--- src/hdl/tws_pkg.sv ---
// Shared types and constants for the two-wire display serial master.
`timescale 1ns / 1ps

package tws_pkg;

    localparam int BITS_PER_BYTE = 8;
    localparam logic [15:0] HALF_PERIOD_RESET = 16'd100;

    // Command codes double as the sequencer state; idle is the rest state.
    typedef enum logic [2:0] {
        CMD_IDLE  = 3'd0,
        CMD_START = 3'd1,
        CMD_WRITE = 3'd2,
        CMD_READ  = 3'd3,
        CMD_STOP  = 3'd4
    } cmd_t;

    // One classified tick as it travels from the front end to the sequencer.
    typedef struct packed {
        logic       is_cmd;
        cmd_t       cmd;
        logic [7:0] data;
        logic       dio_in;
    } tws_item_t;

    // One result of the sequencer.
    typedef struct packed {
        logic       rejected;
        logic [7:0] read_byte;
        logic       ack_bit;
        logic       done_res;
        logic       busy_res;
        logic       dio_drive;
        logic       dio_level;
        logic       clk_level;
    } tws_result_t;

endpackage

--- src/hdl/tws_front.sv ---
// Front end: classifies incoming ticks and buffers them in a short queue.
`timescale 1ns / 1ps

module tws_front
    import tws_pkg::*;
#(
    parameter int DEPTH = 2
) (
    input  logic       clk,
    input  logic       rst_n,
    input  logic       s_tvalid,
    output logic       s_tready,
    input  logic [2:0] s_tuser,
    input  logic [7:0] s_data,
    input  logic       s_dio_in,
    output logic       q_valid,
    output tws_item_t  q_item,
    input  logic       q_ready
);

    localparam int PTR_W = $clog2(DEPTH);
    localparam int CNT_W = $clog2(DEPTH + 1);
    localparam logic [PTR_W-1:0] LAST_PTR = PTR_W'(DEPTH - 1);
    localparam logic [CNT_W-1:0] FULL_CNT = CNT_W'(DEPTH);

    tws_item_t          queue_mem [DEPTH];
    tws_item_t          item_in;
    logic [PTR_W-1:0]   wr_ptr_reg, wr_ptr_next;
    logic [PTR_W-1:0]   rd_ptr_reg, rd_ptr_next;
    logic [CNT_W-1:0]   count_reg, count_next;
    logic               push;
    logic               pop;

    // Only the four defined command codes count; the other codes act as no command.
    always_comb
    begin
        item_in.data   = s_data;
        item_in.dio_in = s_dio_in;
        item_in.cmd    = CMD_IDLE;
        item_in.is_cmd = 1'b0;
        unique case (s_tuser) inside
            CMD_START, CMD_WRITE, CMD_READ, CMD_STOP:
            begin
                item_in.cmd    = cmd_t'(s_tuser);
                item_in.is_cmd = 1'b1;
            end
            default:
            begin
                item_in.cmd    = CMD_IDLE;
                item_in.is_cmd = 1'b0;
            end
        endcase
    end

    assign s_tready = (count_reg != FULL_CNT);
    assign q_valid  = (count_reg != '0);
    assign q_item   = queue_mem[rd_ptr_reg];
    assign push     = s_tvalid && s_tready;
    assign pop      = q_valid && q_ready;

    always_comb
    begin
        wr_ptr_next = wr_ptr_reg;
        rd_ptr_next = rd_ptr_reg;
        count_next  = count_reg;
        if (push)
        begin
            wr_ptr_next = (wr_ptr_reg == LAST_PTR) ? '0 : wr_ptr_reg + 1'b1;
        end
        if (pop)
        begin
            rd_ptr_next = (rd_ptr_reg == LAST_PTR) ? '0 : rd_ptr_reg + 1'b1;
        end
        if (push && !pop)
        begin
            count_next = count_reg + 1'b1;
        end
        else if (pop && !push)
        begin
            count_next = count_reg - 1'b1;
        end
    end

    always_ff @(posedge clk or negedge rst_n)
    begin
        if (!rst_n)
        begin
            wr_ptr_reg <= '0;
            rd_ptr_reg <= '0;
            count_reg  <= '0;
        end
        else
        begin
            wr_ptr_reg <= wr_ptr_next;
            rd_ptr_reg <= rd_ptr_next;
            count_reg  <= count_next;
        end
    end

    always_ff @(posedge clk)
    begin
        if (push)
        begin
            queue_mem[wr_ptr_reg] <= item_in;
        end
    end

endmodule

--- src/hdl/tws_back.sv ---
// Back end: pin phase sequencer with a registered result stage.
`timescale 1ns / 1ps

module tws_back
    import tws_pkg::*;
(
    input  logic        clk,
    input  logic        rst_n,
    input  logic        cfg_wen,
    input  logic [15:0] cfg_wdata,
    input  logic        q_valid,
    input  tws_item_t   q_item,
    output logic        q_ready,
    output logic        m_tvalid,
    input  logic        m_tready,
    output tws_result_t m_result
);

    logic [15:0]  half_period_reg;
    logic [15:0]  tick_reg, tick_next;
    cmd_t         cmd_reg, cmd_next;
    logic [2:0]   phase_reg, phase_next;
    logic [3:0]   bit_reg, bit_next;
    logic [7:0]   shift_out_reg, shift_out_next;
    logic [7:0]   shift_in_reg, shift_in_next;
    logic         ack_reg, ack_next;
    logic         pin_clk_reg, pin_clk_next;
    logic         pin_dio_reg, pin_dio_next;
    logic         pin_drive_reg, pin_drive_next;
    logic         out_valid_reg;
    tws_result_t  out_reg, out_next;

    logic [15:0]  hp;
    logic [15:0]  tick_inc;
    logic [2:0]   phase_inc;
    logic [3:0]   bit_inc;
    logic [2:0]   phase_count;
    logic [3:0]   slot_count;
    logic         step;
    logic         enter;
    logic         leave;
    logic         launch;
    logic         done;
    logic         rejected;

    assign q_ready  = !out_valid_reg || m_tready;
    assign step     = q_valid && q_ready;
    assign m_tvalid = out_valid_reg;
    assign m_result = out_reg;

    assign hp        = (half_period_reg == '0) ? 16'd1 : half_period_reg;
    assign tick_inc  = tick_reg + 16'd1;
    assign phase_inc = phase_reg + 3'd1;
    assign bit_inc   = bit_reg + 4'd1;

    always_comb
    begin
        unique case (cmd_reg)
            CMD_START: phase_count = 3'd5;
            CMD_STOP:  phase_count = 3'd4;
            CMD_WRITE: phase_count = (bit_reg < 4'(BITS_PER_BYTE)) ? 3'd4 : 3'd3;
            default:   phase_count = 3'd3;
        endcase
        unique case (cmd_reg)
            CMD_WRITE, CMD_READ: slot_count = 4'(BITS_PER_BYTE + 1);
            default:             slot_count = 4'd1;
        endcase
    end

    // Next state: phase and bit counters, command completion.
    always_comb
    begin
        tick_next  = tick_reg;
        cmd_next   = cmd_reg;
        phase_next = phase_reg;
        bit_next   = bit_reg;
        enter      = 1'b0;
        leave      = 1'b0;
        launch     = 1'b0;
        done       = 1'b0;
        rejected   = 1'b0;
        unique case (cmd_reg)
            CMD_IDLE:
            begin
                if (q_item.is_cmd)
                begin
                    cmd_next   = q_item.cmd;
                    tick_next  = '0;
                    phase_next = '0;
                    bit_next   = '0;
                    launch     = 1'b1;
                    enter      = 1'b1;
                end
            end
            default:
            begin
                rejected = q_item.is_cmd;
                if (tick_inc >= hp)
                begin
                    tick_next = '0;
                    leave     = (phase_reg == 3'd1);
                    enter     = 1'b1;
                    if (phase_inc >= phase_count)
                    begin
                        phase_next = '0;
                        if (bit_inc >= slot_count)
                        begin
                            bit_next = '0;
                            cmd_next = CMD_IDLE;
                            done     = 1'b1;
                            enter    = 1'b0;
                        end
                        else
                        begin
                            bit_next = bit_inc;
                        end
                    end
                    else
                    begin
                        phase_next = phase_inc;
                    end
                end
                else
                begin
                    tick_next = tick_inc;
                end
            end
        endcase
    end

    // Outputs: shift registers loaded on launch, pin levels on phase entry, samples on leaving a wait phase.
    always_comb
    begin
        shift_out_next = shift_out_reg;
        shift_in_next  = shift_in_reg;
        ack_next       = ack_reg;
        pin_clk_next   = pin_clk_reg;
        pin_dio_next   = pin_dio_reg;
        pin_drive_next = pin_drive_reg;

        if (launch && q_item.cmd == CMD_WRITE)
        begin
            shift_out_next = q_item.data;
        end
        if (launch && q_item.cmd == CMD_READ)
        begin
            shift_in_next = '0;
        end

        if (leave)
        begin
            if (cmd_reg == CMD_WRITE && bit_reg >= 4'(BITS_PER_BYTE))
            begin
                ack_next = q_item.dio_in;
            end
            else if (cmd_reg == CMD_READ && bit_reg < 4'(BITS_PER_BYTE))
            begin
                shift_in_next[bit_reg[2:0]] = shift_in_reg[bit_reg[2:0]] | q_item.dio_in;
            end
        end

        if (enter)
        begin
            if (cmd_next == CMD_START)
            begin
                case (phase_next)
                    3'd0:
                    begin
                        pin_drive_next = 1'b1;
                        pin_clk_next   = 1'b1;
                    end
                    3'd1:    pin_dio_next = 1'b1;
                    3'd2:    pin_dio_next = 1'b0;
                    3'd4:    pin_clk_next = 1'b0;
                    default: ;
                endcase
            end
            else if (cmd_next == CMD_STOP)
            begin
                case (phase_next)
                    3'd0:
                    begin
                        pin_drive_next = 1'b1;
                        pin_dio_next   = 1'b0;
                    end
                    3'd1:    pin_clk_next = 1'b0;
                    3'd2:    pin_clk_next = 1'b1;
                    3'd3:    pin_dio_next = 1'b1;
                    default: ;
                endcase
            end
            else if (cmd_next == CMD_WRITE && bit_next < 4'(BITS_PER_BYTE))
            begin
                case (phase_next)
                    3'd0:
                    begin
                        pin_drive_next = 1'b1;
                        pin_clk_next   = 1'b0;
                    end
                    3'd1:    pin_dio_next = shift_out_next[bit_next[2:0]];
                    3'd2:    pin_clk_next = 1'b1;
                    3'd3:    pin_clk_next = 1'b0;
                    default: ;
                endcase
            end
            else
            begin
                // Receive slot: an acknowledge or one read bit.
                case (phase_next)
                    3'd0:
                    begin
                        pin_drive_next = 1'b0;
                        pin_clk_next   = 1'b1;
                    end
                    3'd2:    pin_clk_next = 1'b0;
                    default: ;
                endcase
            end
        end

        out_next.clk_level = pin_clk_next;
        out_next.dio_level = pin_dio_next;
        out_next.dio_drive = pin_drive_next;
        out_next.busy_res  = (cmd_next != CMD_IDLE);
        out_next.done_res  = done;
        out_next.ack_bit   = ack_next;
        out_next.read_byte = shift_in_next;
        out_next.rejected  = rejected;
    end

    always_ff @(posedge clk or negedge rst_n)
    begin
        if (!rst_n)
        begin
            half_period_reg <= HALF_PERIOD_RESET;
            tick_reg        <= '0;
            cmd_reg         <= CMD_IDLE;
            phase_reg       <= '0;
            bit_reg         <= '0;
            shift_out_reg   <= '0;
            shift_in_reg    <= '0;
            ack_reg         <= 1'b0;
            pin_clk_reg     <= 1'b1;
            pin_dio_reg     <= 1'b1;
            pin_drive_reg   <= 1'b0;
            out_valid_reg   <= 1'b0;
        end
        else
        begin
            if (cfg_wen)
            begin
                half_period_reg <= cfg_wdata;
            end
            if (step)
            begin
                tick_reg      <= tick_next;
                cmd_reg       <= cmd_next;
                phase_reg     <= phase_next;
                bit_reg       <= bit_next;
                shift_out_reg <= shift_out_next;
                shift_in_reg  <= shift_in_next;
                ack_reg       <= ack_next;
                pin_clk_reg   <= pin_clk_next;
                pin_dio_reg   <= pin_dio_next;
                pin_drive_reg <= pin_drive_next;
                out_valid_reg <= 1'b1;
            end
            else if (m_tready)
            begin
                out_valid_reg <= 1'b0;
            end
        end
    end

    always_ff @(posedge clk)
    begin
        if (step)
        begin
            out_reg <= out_next;
        end
    end

endmodule

--- src/hdl/two_wire_display_serial_master.sv ---
// Top level of the two-wire display serial master: front queue and pin sequencer.
//
// Channel   Direction  Handshake             Content
// s_*       in         s_tvalid / s_tready   one tick: command code, data byte, sampled dio
// m_*       out        m_tvalid / m_tready   one result per tick: pins, status, ack, read byte
// cfg_*     in         cfg_wen               half_period register, ticks per pin phase
//
// One transaction is taken per clock cycle while s_tready is high; each yields one result
// transaction, registered first in the queue and then in the sequencer register.
// The queue holds QUEUE_DEPTH transactions, so the input side keeps flowing while
// a result waits; at full queue s_tready drops until the output side drains.
// Reset puts the pins at clock high, data high, released, with no command active.
`timescale 1ns / 1ps

module two_wire_display_serial_master
    import tws_pkg::*;
#(
    parameter int QUEUE_DEPTH = 2
) (
    input  logic        clk,
    input  logic        rst_n,
    input  logic        s_tvalid,
    output logic        s_tready,
    input  logic [15:0] s_tdata,   // [7:0] data, [8] dio_in, [15:9] zero
    input  logic [2:0]  s_tuser,   // [2:0] operation
    output logic        m_tvalid,
    input  logic        m_tready,
    output logic [15:0] m_tdata,   // [0] clk_level, [1] dio_level, [2] dio_drive,
                                   // [3] busy_res, [4] done_res, [5] ack_bit,
                                   // [13:6] read_byte, [14] rejected, [15] zero
    input  logic        cfg_wen,
    input  logic [15:0] cfg_wdata
);

    logic        q_valid;
    logic        q_ready;
    tws_item_t   q_item;
    tws_result_t result;

    tws_front #(
        .DEPTH (QUEUE_DEPTH)
    ) u_front (
        .clk      (clk),
        .rst_n    (rst_n),
        .s_tvalid (s_tvalid),
        .s_tready (s_tready),
        .s_tuser  (s_tuser),
        .s_data   (s_tdata[7:0]),
        .s_dio_in (s_tdata[8]),
        .q_valid  (q_valid),
        .q_item   (q_item),
        .q_ready  (q_ready)
    );

    tws_back u_back (
        .clk       (clk),
        .rst_n     (rst_n),
        .cfg_wen   (cfg_wen),
        .cfg_wdata (cfg_wdata),
        .q_valid   (q_valid),
        .q_item    (q_item),
        .q_ready   (q_ready),
        .m_tvalid  (m_tvalid),
        .m_tready  (m_tready),
        .m_result  (result)
    );

    assign m_tdata = {1'b0, result.rejected, result.read_byte, result.ack_bit,
                      result.done_res, result.busy_res, result.dio_drive,
                      result.dio_level, result.clk_level};

    // A finishing transaction never reports the sequencer as still busy.
    assert property (@(posedge clk) disable iff (!rst_n)
        (m_tvalid && m_tdata[4]) |-> !m_tdata[3])
        else $error("done reported together with busy");

    // Back-pressure on the input only happens while the queue holds transactions.
    assert property (@(posedge clk) disable iff (!rst_n)
        !s_tready |-> q_valid)
        else $error("input stalled with an empty queue");

    // A result that is held back must not be overwritten by a new step.
    assert property (@(posedge clk) disable iff (!rst_n)
        (m_tvalid && !m_tready) |-> !q_ready)
        else $error("sequencer stepped while its result was stalled");

endmodule
--- config.mk ---
export PLATFORM = sky130hd
export DESIGN_NAME = two_wire_display_serial_master
export DESIGN_NICKNAME = d
export VERILOG_FILES = /design/src/hdl/tws_pkg.sv /design/src/hdl/tws_front.sv /design/src/hdl/tws_back.sv /design/src/hdl/two_wire_display_serial_master.sv
export SDC_FILE = /design/constraint.sdc
export NUM_CORES = 1
export LEC_CHECK = 0
export ABC_AREA = 1
export ABC_CLOCK_PERIOD_IN_PS = 3300
export BUFFER_PORTS_ARGS = -buffer_cell sky130_fd_sc_hd__buf_2
export CORE_ASPECT_RATIO = 0.5
export CORE_MARGIN = 2
export CORE_UTILIZATION = 56
export CTS_BUF_LIST = sky130_fd_sc_hd__clkbuf_2 sky130_fd_sc_hd__clkbuf_4 sky130_fd_sc_hd__clkbuf_8
export DETAILED_ROUTE_END_ITERATION = 8
export PLACE_DENSITY = 0.79
export RECOVER_POWER = 25
export SLEW_MARGIN = 40
export SYNTH_ARGS = -nofsm -noshare
export SYNTH_HDL_FRONTEND = slang
export SYNTH_SLANG_ARGS = --single-unit
--- constraint.sdc ---
create_clock -name clk -period 3.3 [get_ports clk]
set_input_delay 0.165 -clock clk [delete_from_list [all_inputs] [get_ports clk]]
set_output_delay 0.165 -clock clk [all_outputs]
set_load 0.03 [all_outputs]
==> results.sh <==
export IMPL_status="complete, but fails checks"
export IMPL_violations="capacitance limit, slew limit, setup timing"
export IMPL_seq_area_um2=2910
export IMPL_dpl_cell_area_um2=6860
export IMPL_groute_usage_overall_pct=26.4
export IMPL_hold_path_class="primary input to flip-flop"
export IMPL_gp_congestion=0.944
export IMPL_fmax_mhz=242
export IMPL_dp_cells=941
export IMPL_async_flop_share_pct=62.0
export IMPL_drive_above_1_share_pct=32.3
export IMPL_area_growth_pct=32.3
export IMPL_synthCells=719
export IMPL_finish_utilization_pct=77.6
export IMPL_slew_headroom_pct=-37.4
export IMPL_largest_reg_flops=26
export IMPL_vias=5506
export IMPL_grt_pass1_vias=5279
export IMPL_yosysWarnings=0
export IMPL_cts_made_buffers=9
export IMPL_start_util_pct=58.6
export IMPL_nFillCells=689
export IMPL_finalNetCount=922
export IMPL_die_height_um=77.8
export IMPL_vdd_drop_max_v=0.000466
export IMPL_ctsLongestPathBuffers=2
export IMPL_ys_types=49
export IMPL_cts_root_buf="clkbuf_8"
export IMPL_crit_fanout=7
export IMPL_wirelength_um=16200
export IMPL_period_minus_slack_ps=4120
export IMPL_final_common_cell="nand2_1"
export IMPL_grt_start_max_net_pins=44
export IMPL_syn_area_um2=6100
export IMPL_grt_setup_unrepaired="yes"
export IMPL_cts_sinks=108
export IMPL_critPathArrivalTime_ps=4290
export IMPL_insertion_delay_ps=400
export IMPL_design_core_area_um2=10400
export IMPL_synth_seq_area_share_pct=47.7
export IMPL_synth_edf_count=41
export IMPL_design_portCount=58
export IMPL_p_per_area_nw_per_um2=941
export IMPL_synth_seq_cells=108
export IMPL_multi_input_area_um2=3280
export IMPL_antenna_cells=0
export IMPL_fin_crit_sh_pct=125
export IMPL_post_place_ws_ps=-620
export IMPL_num_rows=26
export IMPL_synth_avg_cell_area_um2=8.49
export IMPL_timing_final_ws_setup_ps=-824
export IMPL_end_kind="flip-flop"
export IMPL_critPathKind="flip-flop to flip-flop"
export IMPL_finalSetupViolCount=52
export IMPL_hpwl_um=10200
export IMPL_final_antenna_net_count=0
export IMPL_fin_skew_ps=7.78
export IMPL_drtIter0Drc=360
export IMPL_die_w_um=152
export IMPL_grt_overflow=0
export IMPL_routedWlPerCell_um=16.2
export IMPL_synth_main_ff_cell="dfrtp_1"
export IMPL_die_area_um2=11800
export IMPL_h_tree_depth=3
export IMPL_io_buffers=49
export IMPL_clkTransAtPathRegs_ps=100
export IMPL_leakage_nw=3.73
export IMPL_start_kind="flip-flop"
export IMPL_fin_cells=1001
export IMPL_drc_errors=0
export IMPL_firstDrtPassIters=5
export IMPL_fin_area_um2=8070
export IMPL_routed_via_density=5.50
export IMPL_antenna_found_initial=0
export IMPL_cts_tree="built"
export IMPL_grt_pass1_wl_um=24300
export IMPL_synth_net_count=785
export IMPL_critPathRequiredTime_ps=3460
export IMPL_maxCapViolations=1
export IMPL_finalHoldViolCount=0
export IMPL_final_cell_mix="nand2_1, inv_1, dfrtp_1"
export IMPL_drv_slew=36
export IMPL_worst_slew_pin_slew_ps=2060
cells by family (layout without fill, tap and decap cells):
logic type               Yosys count  after routing  synth area share [%]
XOR/XNOR                          20             20                  2.87
AND/OR/NAND/NOR                  308            309                  23.4
other                              1              1                0.0614
adder cells (fa/ha/maj)           26             26                  5.33
flip-flops                       108            108                  47.7
multiplexers                       4              4                 0.656
buffers and inverters            126            267                  8.20
AO/OA/AOI/OAI                    126            126                  11.7
report_power, final:
| group | leakage (nW) | internal (mW) | switching (mW) | total (mW) |
|---|---|---|---|---|
| Combinational | 2.37 | 1.67 | 2.92 | 4.58 |
| Clock | 0.108 | 0.444 | 0.486 | 0.929 |
| Sequential | 1.26 | 1.85 | 0.236 | 2.08 |
per-stage QoR:
step	hold WS, ps	TNS (ps)	power [mW]
final	29.1	-19610	7.60
after detailed placement	161	-10430	5.68
after global placement	318	-4320	5.54
after global routing	31.1	-29930	8.11
after floorplan	-131	-352	4.60
after CTS	1.63	-6920	6.77
critical path, cell delays in order (launching register included):
cell,delay [ps]
dfrtp_1,420
nand3_2,120
nor4_4,320
nand4_1,200
nor2_2,190
nand2_2,130
nor3_4,240
xor2_1,250
ha_1,320
a21oi_2,160
o21ai_2,90
nor2_4,180
buf_12,160
nand2_8,80
nand2_2,70
nand3b_1,150
inv_2,110
nand2_2,60
nor2_4,140
nand2_1,100
a21oi_2,120
nand2_1,60
nand2_1,50
nand2_1,40
nand2_1,60
nand2_2,50
cell usage after synthesis, types with 11 or more instances:
master | number | area share, %
inv_2 | 11 | 0.68
a21oi_1 | 22 | 1.8
o22ai_1 | 16 | 1.6
clkbuf_1 | 11 | 0.68
inv_1 | 95 | 5.8
o21ai_0 | 59 | 4.8
xor2_1 | 19 | 2.7
dfrtp_1 | 62 | 25
edfxtp_1 | 41 | 20
ha_1 | 26 | 5.3
nor2_1 | 53 | 3.3
nand2_1 | 161 | 9.9
nand3_1 | 44 | 3.6
cell type report:
| type | instances | area share [%] |
|---|---|---|
| clock inverters | 6 | 1.18 |
| clock buffers | 10 | 1.63 |
| flip-flops and latches | 108 | 36.1 |
| multi-input cells | 486 | 40.6 |
| repair buffers | 145 | 13.4 |
| inverters | 106 | 4.96 |
| well taps | 140 | 2.17 |
per-layer routing:
metal  GRT usage, %  share of wire (%)  vias to the layer above
li1               -                  -                     2643
met1           32.5                 41                     2652
met2           47.7                 52                      184
met3           5.35                4.8                       27
met4           6.20                1.6                        0
met5              0                  0                        -
path summary, 6_finish.rpt:
check | from | cells past startpoint | slack [ps] | end
setup / recovery | u_back.tick_reg[2] | 25 | -820 | u_back.m_result[1]
hold reg to reg | u_front.count_reg[0] | 1 | 480 | u_front.count_reg[0]
setup reg to reg | u_back.tick_reg[2] | 25 | -820 | u_back.m_result[1]
hold / removal | cfg_wdata[0] | 3 | 30 | u_back.half_period_reg[0]
max in group asynchronous | rst_n | 3 | 1160 | u_back.half_period_reg[5]
min in group asynchronous | rst_n | 2 | 890 | u_back.shift_in_reg[6]
repair_timing:
action	in CTS	in global routing
buffers inserted	6	10
hold endpoints to repair	66	1
setup endpoints to repair	46	51
hold buffers	25	1
cloned	0	2
pin swaps	6	25
resized for setup	28	122
(Power assumes the default switching activity.)
